--- src/rtl/core/hpst_pkg.sv ---
package hpst_pkg;

    // fixed field widths
    localparam int HEAD_BITS    = 13;
    localparam int ERR_BITS     = 13;
    localparam int DIFF_BITS    = 14;
    localparam int GAIN_BITS    = 16;
    localparam int OUT_BITS     = 8;

    // heading math width: covers 360 deg at the finest fraction plus a 13-bit input
    localparam int WIDE_BITS    = 20;

    // integral product is split into two 16x24 partial products
    localparam int SUM_EXT_BITS = 48;
    localparam int SUM_SPLIT    = 24;
    localparam int TOTAL_BITS   = 66;

    localparam int ERR_MAX      = 4095;
    localparam int ERR_MIN      = -4096;
    localparam int CORR_LIMIT   = 127;
    localparam int HALF_DEG     = 180;
    localparam int FULL_DEG     = 360;

    localparam int QUEUE_DEPTH  = 4;
    localparam int PTR_BITS     = 2;

    localparam int REG_IDX_BITS = 2;
    localparam logic [REG_IDX_BITS-1:0] REG_GAIN_PROP  = 2'd0;
    localparam logic [REG_IDX_BITS-1:0] REG_GAIN_INTEG = 2'd1;
    localparam logic [REG_IDX_BITS-1:0] REG_GAIN_DERIV = 2'd2;

    typedef struct packed {
        logic [GAIN_BITS-1:0] kp;
        logic [GAIN_BITS-1:0] ki;
        logic [GAIN_BITS-1:0] kd;
    } hpst_gains_t;

    typedef struct packed {
        logic signed [DIFF_BITS-1:0] diff;
        logic signed [ERR_BITS-1:0]  err;
    } hpst_item_t;

endpackage

--- src/rtl/core/heading_pid_shortest_turn.sv ---
// Heading-correction PID with shortest-turn error.
//
// Input stream (s_*): one request carries a wanted and a current heading,
// 0..360 deg in 1/2^HEADING_FRAC_BITS degree. Each request gives exactly one
// result on the output stream (m_*): a clamped signed correction in m_tdata
// and a clamp flag in m_tuser.
// Config channel (cfg_*): gain_prop, gain_integ, gain_deriv at indexes 0..2,
// unsigned Q8.8; other indexes are dropped. cfg_ready is always high; write
// only while the block is drained.
//
// Throughput: one request per cycle. The front updates the error sum and the
// last error in the accept cycle, so that loop closes within the accept cycle.
// Path: queue write on the accepting edge, multiply, partial-sum add, final add,
// then shift/clamp into the output register that drives m_tvalid.
// A stall on m_tready backs up the back-end pipeline and then the 4-entry
// queue; s_tready drops only when the queue is full.
// Reset clears the gains, error sum, last error, queue and all stage valids.
module heading_pid_shortest_turn #(
    parameter int SUM_BITS          = 24,
    parameter int HEADING_FRAC_BITS = 4
) (
    input  logic                                clk,
    input  logic                                rst_n,
    // input requests
    input  logic                                s_tvalid,
    output logic                                s_tready,
    input  logic [31:0]                         s_tdata,  // [12:0] wanted_heading, [25:13] current_heading
    // results
    output logic                                m_tvalid,
    input  logic                                m_tready,
    output logic [7:0]                          m_tdata,  // [7:0] correction (signed)
    output logic [0:0]                          m_tuser,  // [0] clamped
    // gain writes
    input  logic                                cfg_valid,
    output logic                                cfg_ready,
    input  logic [hpst_pkg::REG_IDX_BITS-1:0]   cfg_index,
    input  logic [hpst_pkg::GAIN_BITS-1:0]      cfg_data
);
    import hpst_pkg::*;

    localparam int Q_W = DIFF_BITS + ERR_BITS + SUM_BITS;

    hpst_gains_t gains_reg, gains_next;

    logic                       f_push, f_ready;
    hpst_item_t                 f_item;
    logic signed [SUM_BITS-1:0] f_sum;
    logic [Q_W-1:0]             q_out;
    logic                       q_valid, q_pop;
    hpst_item_t                 b_item;
    logic signed [SUM_BITS-1:0] b_sum;
    logic signed [OUT_BITS-1:0] corr;

    assign cfg_ready = 1'b1;

    always_comb
    begin
        gains_next = gains_reg;
        if (cfg_valid)
        begin
            unique case (cfg_index)
                REG_GAIN_PROP:  gains_next.kp = cfg_data;
                REG_GAIN_INTEG: gains_next.ki = cfg_data;
                REG_GAIN_DERIV: gains_next.kd = cfg_data;
                default:        gains_next = gains_reg;
            endcase
        end
    end

    always_ff @(posedge clk or negedge rst_n)
    begin
        if (!rst_n)
        begin
            gains_reg <= '0;
        end
        else
        begin
            gains_reg <= gains_next;
        end
    end

    // front: wrap, shortest turn, error sum and difference
    hpst_front #(
        .SUM_BITS          (SUM_BITS),
        .HEADING_FRAC_BITS (HEADING_FRAC_BITS)
    ) u_front (
        .clk      (clk),
        .rst_n    (rst_n),
        .in_valid (s_tvalid),
        .in_ready (s_tready),
        .wanted   (s_tdata[HEAD_BITS-1:0]),
        .current  (s_tdata[2*HEAD_BITS-1:HEAD_BITS]),
        .q_push   (f_push),
        .q_ready  (f_ready),
        .q_item   (f_item),
        .q_sum    (f_sum)
    );

    // decoupling queue
    hpst_fifo #(
        .DATA_W (Q_W)
    ) u_fifo (
        .clk       (clk),
        .rst_n     (rst_n),
        .push      (f_push),
        .in_ready  (f_ready),
        .in_data   ({f_sum, f_item}),
        .out_valid (q_valid),
        .pop       (q_pop),
        .out_data  (q_out)
    );

    assign b_item = q_out[DIFF_BITS+ERR_BITS-1:0];
    assign b_sum  = q_out[Q_W-1:DIFF_BITS+ERR_BITS];

    // back: gain products, sum, shift and clamp
    hpst_back #(
        .SUM_BITS          (SUM_BITS),
        .HEADING_FRAC_BITS (HEADING_FRAC_BITS)
    ) u_back (
        .clk        (clk),
        .rst_n      (rst_n),
        .gains      (gains_reg),
        .q_valid    (q_valid),
        .q_pop      (q_pop),
        .q_item     (b_item),
        .q_sum      (b_sum),
        .out_valid  (m_tvalid),
        .out_ready  (m_tready),
        .correction (corr),
        .clamped    (m_tuser[0])
    );

    assign m_tdata = corr;

endmodule

--- src/rtl/core/hpst_front.sv ---
module hpst_front #(
    parameter int SUM_BITS          = 24,
    parameter int HEADING_FRAC_BITS = 4
) (
    input  logic                              clk,
    input  logic                              rst_n,
    input  logic                              in_valid,
    output logic                              in_ready,
    input  logic [hpst_pkg::HEAD_BITS-1:0]    wanted,
    input  logic [hpst_pkg::HEAD_BITS-1:0]    current,
    output logic                              q_push,
    input  logic                              q_ready,
    output hpst_pkg::hpst_item_t              q_item,
    output logic signed [SUM_BITS-1:0]        q_sum
);
    import hpst_pkg::*;

    localparam logic signed [WIDE_BITS-1:0] HALF_TURN =
        WIDE_BITS'(HALF_DEG << HEADING_FRAC_BITS);
    localparam logic signed [WIDE_BITS-1:0] FULL_TURN =
        WIDE_BITS'(FULL_DEG << HEADING_FRAC_BITS);
    localparam logic signed [SUM_BITS-1:0] SUM_MAX = {1'b0, {(SUM_BITS-1){1'b1}}};
    localparam logic signed [SUM_BITS-1:0] SUM_MIN = {1'b1, {(SUM_BITS-1){1'b0}}};

    logic signed [SUM_BITS-1:0]  sum_reg, sum_next;
    logic signed [ERR_BITS-1:0]  last_reg, last_next;
    logic signed [WIDE_BITS-1:0] w_v, c_v, delta;
    logic signed [ERR_BITS-1:0]  err;
    logic signed [DIFF_BITS-1:0] diff;
    logic signed [SUM_BITS:0]    sum_ext;
    logic signed [SUM_BITS-1:0]  sum_sat;
    logic                        take;

    assign in_ready = q_ready;
    assign take     = in_valid && q_ready;

    always_comb
    begin
        w_v = {{(WIDE_BITS-HEAD_BITS){1'b0}}, wanted};
        c_v = {{(WIDE_BITS-HEAD_BITS){1'b0}}, current};
        if (w_v > HALF_TURN)
        begin
            w_v = w_v - FULL_TURN;
        end
        if (c_v > HALF_TURN)
        begin
            c_v = c_v - FULL_TURN;
        end
        // shorter turn: unwrap the negative side when the gap is a half turn or more
        if (w_v < 0 && c_v > 0)
        begin
            if (c_v - w_v >= HALF_TURN)
            begin
                w_v = w_v + FULL_TURN;
            end
        end
        else if (w_v > 0 && c_v < 0)
        begin
            if (w_v - c_v >= HALF_TURN)
            begin
                c_v = c_v + FULL_TURN;
            end
        end
        delta = w_v - c_v;
        priority if (delta > WIDE_BITS'(ERR_MAX))
        begin
            err = ERR_BITS'(ERR_MAX);
        end
        else if (delta < WIDE_BITS'(ERR_MIN))
        begin
            err = ERR_BITS'(ERR_MIN);
        end
        else
        begin
            err = delta[ERR_BITS-1:0];
        end
    end

    always_comb
    begin
        sum_ext = {sum_reg[SUM_BITS-1], sum_reg}
                + {{(SUM_BITS+1-ERR_BITS){err[ERR_BITS-1]}}, err};
        if (sum_ext[SUM_BITS] != sum_ext[SUM_BITS-1])
        begin
            sum_sat = sum_ext[SUM_BITS] ? SUM_MIN : SUM_MAX;
        end
        else
        begin
            sum_sat = sum_ext[SUM_BITS-1:0];
        end
        diff      = {err[ERR_BITS-1], err} - {last_reg[ERR_BITS-1], last_reg};
        sum_next  = take ? sum_sat : sum_reg;
        last_next = take ? err : last_reg;
    end

    always_ff @(posedge clk or negedge rst_n)
    begin
        if (!rst_n)
        begin
            sum_reg  <= '0;
            last_reg <= '0;
        end
        else
        begin
            sum_reg  <= sum_next;
            last_reg <= last_next;
        end
    end

    assign q_push      = take;
    assign q_item.err  = err;
    assign q_item.diff = diff;
    assign q_sum       = sum_sat;

endmodule

--- src/rtl/core/hpst_fifo.sv ---
module hpst_fifo #(
    parameter int DATA_W = 51
) (
    input  logic              clk,
    input  logic              rst_n,
    input  logic              push,
    output logic              in_ready,
    input  logic [DATA_W-1:0] in_data,
    output logic              out_valid,
    input  logic              pop,
    output logic [DATA_W-1:0] out_data
);
    import hpst_pkg::*;

    logic [DATA_W-1:0]   mem [QUEUE_DEPTH];
    logic [PTR_BITS-1:0] wr_ptr_reg, wr_ptr_next;
    logic [PTR_BITS-1:0] rd_ptr_reg, rd_ptr_next;
    logic [PTR_BITS:0]   count_reg, count_next;

    assign in_ready  = count_reg != (PTR_BITS+1)'(QUEUE_DEPTH);
    assign out_valid = count_reg != '0;
    assign out_data  = mem[rd_ptr_reg];

    always_comb
    begin
        wr_ptr_next = push ? wr_ptr_reg + 1'b1 : wr_ptr_reg;
        rd_ptr_next = pop ? rd_ptr_reg + 1'b1 : rd_ptr_reg;
        count_next  = count_reg + {{PTR_BITS{1'b0}}, push} - {{PTR_BITS{1'b0}}, pop};
    end

    always_ff @(posedge clk)
    begin
        if (push)
        begin
            mem[wr_ptr_reg] <= in_data;
        end
    end

    always_ff @(posedge clk or negedge rst_n)
    begin
        if (!rst_n)
        begin
            wr_ptr_reg <= '0;
            rd_ptr_reg <= '0;
            count_reg  <= '0;
        end
        else
        begin
            wr_ptr_reg <= wr_ptr_next;
            rd_ptr_reg <= rd_ptr_next;
            count_reg  <= count_next;
        end
    end

`ifndef SYNTHESIS
    a_count_bound: assert property (@(posedge clk) disable iff (!rst_n)
        count_reg <= (PTR_BITS+1)'(QUEUE_DEPTH))
        else $error("queue count beyond depth");
    a_count_up: assert property (@(posedge clk) disable iff (!rst_n)
        push && !pop |=> count_reg == $past(count_reg) + 1'b1)
        else $error("queue count missed a push");
    a_ptr_gap: assert property (@(posedge clk) disable iff (!rst_n)
        wr_ptr_reg == rd_ptr_reg + count_reg[PTR_BITS-1:0])
        else $error("queue pointers disagree with count");
`endif

endmodule

--- src/rtl/core/hpst_back.sv ---
module hpst_back #(
    parameter int SUM_BITS          = 24,
    parameter int HEADING_FRAC_BITS = 4
) (
    input  logic                             clk,
    input  logic                             rst_n,
    input  hpst_pkg::hpst_gains_t            gains,
    input  logic                             q_valid,
    output logic                             q_pop,
    input  hpst_pkg::hpst_item_t             q_item,
    input  logic signed [SUM_BITS-1:0]       q_sum,
    output logic                             out_valid,
    input  logic                             out_ready,
    output logic signed [hpst_pkg::OUT_BITS-1:0] correction,
    output logic                             clamped
);
    import hpst_pkg::*;

    localparam int OUT_SHIFT = 8 + HEADING_FRAC_BITS;
    localparam int P_W   = GAIN_BITS + 1 + ERR_BITS;
    localparam int D_W   = GAIN_BITS + 1 + DIFF_BITS;
    localparam int LO_W  = GAIN_BITS + 1 + SUM_SPLIT + 1;
    localparam int HI_W  = GAIN_BITS + 1 + SUM_EXT_BITS - SUM_SPLIT;
    localparam int PD_W  = D_W + 1;

    logic signed [SUM_EXT_BITS-1:0] sum_x;
    logic signed [GAIN_BITS:0]      kp_s, ki_s, kd_s;

    // stage valids
    logic v1_reg, v2_reg, v3_reg, vo_reg;
    logic adv1, adv2, adv3, advo;

    logic signed [P_W-1:0]        p_reg;
    logic signed [D_W-1:0]        dt_reg;
    logic signed [LO_W-1:0]       ilo_reg;
    logic signed [HI_W-1:0]       ihi_reg;
    logic signed [TOTAL_BITS-1:0] i_reg;
    logic signed [PD_W-1:0]       pd_reg;
    logic signed [TOTAL_BITS-1:0] total_reg;
    logic signed [TOTAL_BITS-1:0] raw;
    logic signed [OUT_BITS-1:0]   corr_reg, corr_next;
    logic                         clamp_reg, clamp_next;

    assign advo  = !vo_reg || out_ready;
    assign adv3  = !v3_reg || advo;
    assign adv2  = !v2_reg || adv3;
    assign adv1  = !v1_reg || adv2;
    assign q_pop = q_valid && adv1;

    assign sum_x = SUM_EXT_BITS'(q_sum);
    assign kp_s  = {1'b0, gains.kp};
    assign ki_s  = {1'b0, gains.ki};
    assign kd_s  = {1'b0, gains.kd};

    always_comb
    begin
        raw = total_reg >>> OUT_SHIFT;
        priority if (raw > TOTAL_BITS'(CORR_LIMIT))
        begin
            corr_next  = OUT_BITS'(CORR_LIMIT);
            clamp_next = 1'b1;
        end
        else if (raw < -TOTAL_BITS'(CORR_LIMIT))
        begin
            corr_next  = -OUT_BITS'(CORR_LIMIT);
            clamp_next = 1'b1;
        end
        else
        begin
            corr_next  = raw[OUT_BITS-1:0];
            clamp_next = 1'b0;
        end
    end

    // payload stages
    always_ff @(posedge clk)
    begin
        if (adv1 && q_valid)
        begin
            p_reg   <= kp_s * q_item.err;
            dt_reg  <= kd_s * q_item.diff;
            ilo_reg <= ki_s * $signed({1'b0, sum_x[SUM_SPLIT-1:0]});
            ihi_reg <= ki_s * $signed(sum_x[SUM_EXT_BITS-1:SUM_SPLIT]);
        end
        if (adv2 && v1_reg)
        begin
            i_reg  <= (TOTAL_BITS'(ihi_reg) <<< SUM_SPLIT) + TOTAL_BITS'(ilo_reg);
            pd_reg <= PD_W'(p_reg) + PD_W'(dt_reg);
        end
        if (adv3 && v2_reg)
        begin
            total_reg <= i_reg + TOTAL_BITS'(pd_reg);
        end
        if (advo && v3_reg)
        begin
            corr_reg  <= corr_next;
            clamp_reg <= clamp_next;
        end
    end

    always_ff @(posedge clk or negedge rst_n)
    begin
        if (!rst_n)
        begin
            v1_reg <= 1'b0;
            v2_reg <= 1'b0;
            v3_reg <= 1'b0;
            vo_reg <= 1'b0;
        end
        else
        begin
            if (adv1)
            begin
                v1_reg <= q_valid;
            end
            if (adv2)
            begin
                v2_reg <= v1_reg;
            end
            if (adv3)
            begin
                v3_reg <= v2_reg;
            end
            if (advo)
            begin
                vo_reg <= v3_reg;
            end
        end
    end

    assign out_valid  = vo_reg;
    assign correction = corr_reg;
    assign clamped    = clamp_reg;

`ifndef SYNTHESIS
    a_clamp_value: assert property (@(posedge clk) disable iff (!rst_n)
        vo_reg && clamp_reg |->
            corr_reg == OUT_BITS'(CORR_LIMIT) || corr_reg == -OUT_BITS'(CORR_LIMIT))
        else $error("clamp flag without limit value");
    a_no_min_code: assert property (@(posedge clk) disable iff (!rst_n)
        vo_reg |-> corr_reg != {1'b1, {(OUT_BITS-1){1'b0}}})
        else $error("correction outside symmetric range");
    a_stage_hold: assert property (@(posedge clk) disable iff (!rst_n)
        v3_reg && !advo |=> v3_reg && $stable(total_reg))
        else $error("stalled sum stage lost its value");
`endif

endmodule
--- config.mk ---
export PLATFORM = sky130hd
export DESIGN_NAME = heading_pid_shortest_turn
export DESIGN_NICKNAME = d
export VERILOG_FILES = /design/src/rtl/core/hpst_pkg.sv /design/src/rtl/core/heading_pid_shortest_turn.sv /design/src/rtl/core/hpst_front.sv /design/src/rtl/core/hpst_fifo.sv /design/src/rtl/core/hpst_back.sv
export SDC_FILE = /design/constraint.sdc
export NUM_CORES = 2
export LEC_CHECK = 0
export BUFFER_PORTS_ARGS = -buffer_cell sky130_fd_sc_hd__buf_2
export CAP_MARGIN = 40
export CORE_MARGIN = 4
export CORE_UTILIZATION = 60
export DETAILED_ROUTE_END_ITERATION = 7
export PLACE_DENSITY = 0.79
export SLEW_MARGIN = 20
export SYNTH_ARGS = -nofsm -noshare
export SYNTH_HDL_FRONTEND = slang
export SYNTH_SLANG_ARGS = --single-unit
--- constraint.sdc ---
create_clock -name clk -period 17.9 [get_ports clk]
set_clock_uncertainty 0.05 [all_clocks]
set_input_delay 1.79 -clock clk [delete_from_list [all_inputs] [get_ports clk]]
set_output_delay 1.79 -clock clk [all_outputs]
set_load 0.01 [all_outputs]
==> metrics.md <==
| Metric | Value |
|---|---|
| Syn Std Cell Area | 54000 µm² |
| Cells after Synth | 5074 |
| Fill cells | 6666 |
| Number of synthesized flops with an enable pin | 461 |
| Placed Area | 55500 µm² |
| # hold bufs at CTS | 0 |
| Commonest cells in the netlist | 762 x inv_1, 652 x nand2_1, 632 x fa_1 |
| Unique cell type count in the Yosys netlist | 91 |
| Clock-pin slew on the worst setup and hold paths | 0.06 ns |
| Mean post-synth cell area | 10.6 µm² |
| Pins Over Slew Limit | 0 |
| Warnings, synthesis | 0 |
| Startpoint type of the worst setup path | primary input |
| Pre-CTS setup slack | 4.28 ns |
| Initial antenna violation count | 1 |
| Die footprint | 94900 µm² |
| Synth top area share | 25.6% |
| Share of cells above drive strength 1 | 7.61% |
| Fmax | 77.2 MHz |
| First-pass GRT wire length | 197 mm |
| DP Wirelength | 88.6 mm |
| Status | finished clean |
| Count of input and output buffers | 59 |
| Most numerous cell in the Yosys netlist | inv_1 |
| Worst slew margin | 46.1% |
| Antenna Nets Post-Route | 0 |
| Grt total ovfl | 0 |
| Clock Sinks | 557 |
| Register bit total from synthesis | 557 |
| Fin. Hold Viols | 0 |
| Post-CTS Setup Bufs | 0 |
| Crit-path slowest cell | o21ai_4 |
| Syn_nets | 6265 |
| DRT iter0 DRCs | 2397 |
| Largest net degree at the start of global routing | 76 |
| Seq/Total Area, Yosys | 30.1% |
| H-tree depth | 2 |
| WL/cell | 18.6 µm |
| Chip width | 308 µm |
| Largest register FFs | 204 |
| GPL Wtd Cong | 0.890 |
| First drt pass iteration count | 6 |
| Site row count | 109 |
| Tcrit/Tclk final | 72.3% |
| Routed vias | 36500 |
| Area growth syn-to-layout | 6.56% |
| Slowest stage delay, CP | 0.48 ns |
| Ys flop type | edfxtp_1 |
| Worst Hold Class | register to register |
| Post-synth top area cell | edfxtp_1 |
| Crit Path Max Fanout | 25 |
| Root buffer cell | clkbuf_16 |
| CP arrival | 13.41 ns |
| Final instance area | 57600 µm² |
| Worst path required time | 18.36 ns |
| Setup TNS | 0 ns |
| Asr flop ratio synth | 17.2% |
| CTS Buffer Depth | 3 |
| Final WL | 116 mm |
| Final setup margin | 4.95 ns |
| Max_cap viols | 0 |
| Setup-failing EPs final | 0 |
| Starting Density | 60.8% |
| Number of vias per cell | 5.83 |
| Chip Height | 308 µm |
| CTS tree | yes |
| Vias in the first global route | 39200 |
| Post-CTS Resized | 0 |
| Core ar. | 88800 µm² |
| CTS Buf Count | 56 |
| Tmin final | 12.95 ns |
| RSZ-0062 raised after global routing | false |
| Ranking of synthesized cells by area | edfxtp_1 26%, fa_1 23%, ha_1 12% |
| WS Path Type | primary input to register |
| Critical path capture point type | register |
| Layout net count | 6244 |
| Overall routing resource usage | 25.6% |
| # DRC | 0 |
| Worst skew pair latency | 0.66 ns |
| Least-Margin Pin Slew | 0.798 ns |
| I/O pin total | 67 |
-- logic make-up (layout without fill, tap and decap cells) --
group / Yosys count / after routing / synth area share [%]
AO/OA/AOI/OAI: 642 / 642 / 8.11
XOR/XNOR: 223 / 223 / 3.62
adder cells (fa/ha/maj): 1136 / 1136 / 35.1
buffers and inverters: 945 / 972 / 6.64
flip-flops: 557 / 557 / 30.1
multiplexers: 127 / 127 / 3.68
other: 1 / 2 / 0.00694
AND/OR/NAND/NOR: 1443 / 1443 / 12.8
-- worst max-delay path, delay by kind of cell --
family	cells	cell delay [ns]
xor+xnor	1	0.15
buf+inv	5	0.74
compound gates	28	6.96
fa+ha+maj	5	1.73
mux	5	1.35
simple gates	5	0.63
-- metal layers --
layer	up-vias	track usage, %	wire length (µm)
met5	-	0	0
met4	0	10.8	5480
met3	293	3.37	6740
met2	1187	44.6	57500
met1	18300	32.5	46800
li1	16700	-	-
-- per-stage QoR --
| step | utilization [%] | hold slack, ns | std cells |
|---|---|---|---|
| after floorplan | - | 0.350 | 5074 |
| after global placement | 62.3 | 0.352 | 6147 |
| after detailed placement | 62.5 | 0.355 | 6156 |
| after CTS | 64.7 | 0.361 | 6262 |
| after global routing | 64.8 | 0.366 | 6266 |
| final | 64.8 | 0.361 | 6267 |
-- layout make-up --
class / count / area (µm²) / share of cell area [%]
Multi-Input combinational cell: 3572 / 34200 / 59.5
Antenna cell: 1 / 2.50 / 0.00435
Clock buffer: 66 / 1450 / 2.52
Inverter: 762 / 2860 / 4.97
Timing Repair Buffer: 104 / 788 / 1.37
Tap cell: 1165 / 1460 / 2.53
Sequential cell: 557 / 16300 / 28.2
Clock inverter: 40 / 523 / 0.909
-- placed cells by master (no fill, tap or decap), types with 23 or more instances in the layout --
| cell | instances |
|---|---|
| nor3_1 | 55 |
| nand4_1 | 29 |
| o21bai_1 | 27 |
| o21ai_0 | 119 |
| mux2_2 | 73 |
| xnor2_1 | 158 |
| a31oi_1 | 30 |
| fa_1 | 632 |
| inv_1 | 762 |
| o21a_1 | 52 |
| ha_1 | 504 |
| nor4_1 | 23 |
| a21oi_1 | 153 |
| nand2_1 | 652 |
| clkbuf_16 | 56 |
| buf_4 | 33 |
| xor2_1 | 65 |
| edfxtp_1 | 461 |
| nand3_1 | 44 |
| nor2b_1 | 24 |
| and2_1 | 283 |
| mux4_2 | 50 |
| nor2_1 | 195 |
| buf_2 | 58 |
| a21o_1 | 97 |
| nand2b_1 | 57 |
| dfrtp_1 | 94 |
-- worst paths after layout --
| path | from | slack, ns | endpoint | cells past startpoint |
|---|---|---|---|---|
| max reg2reg | u_fifo.rd_ptr_reg[0] | 8.90 | u_back.ilo_reg[39] | 27 |
| max | s_tdata[7] | 4.95 | u_front.sum_reg[0] | 49 |
| min reg2reg | u_back.ilo_reg[17] | 0.36 | u_back.i_reg[17] | 0 |
| min in group asynchronous | rst_n | 1.12 | u_front.sum_reg[21] | 1 |
| min | u_back.ilo_reg[17] | 0.36 | u_back.i_reg[17] | 0 |
| max in group asynchronous | rst_n | 15.68 | gains_reg[35] | 3 |
Power is not shown: default switching activity piles up to over one toggle a cycle in this logic, so the estimate is an artifact.
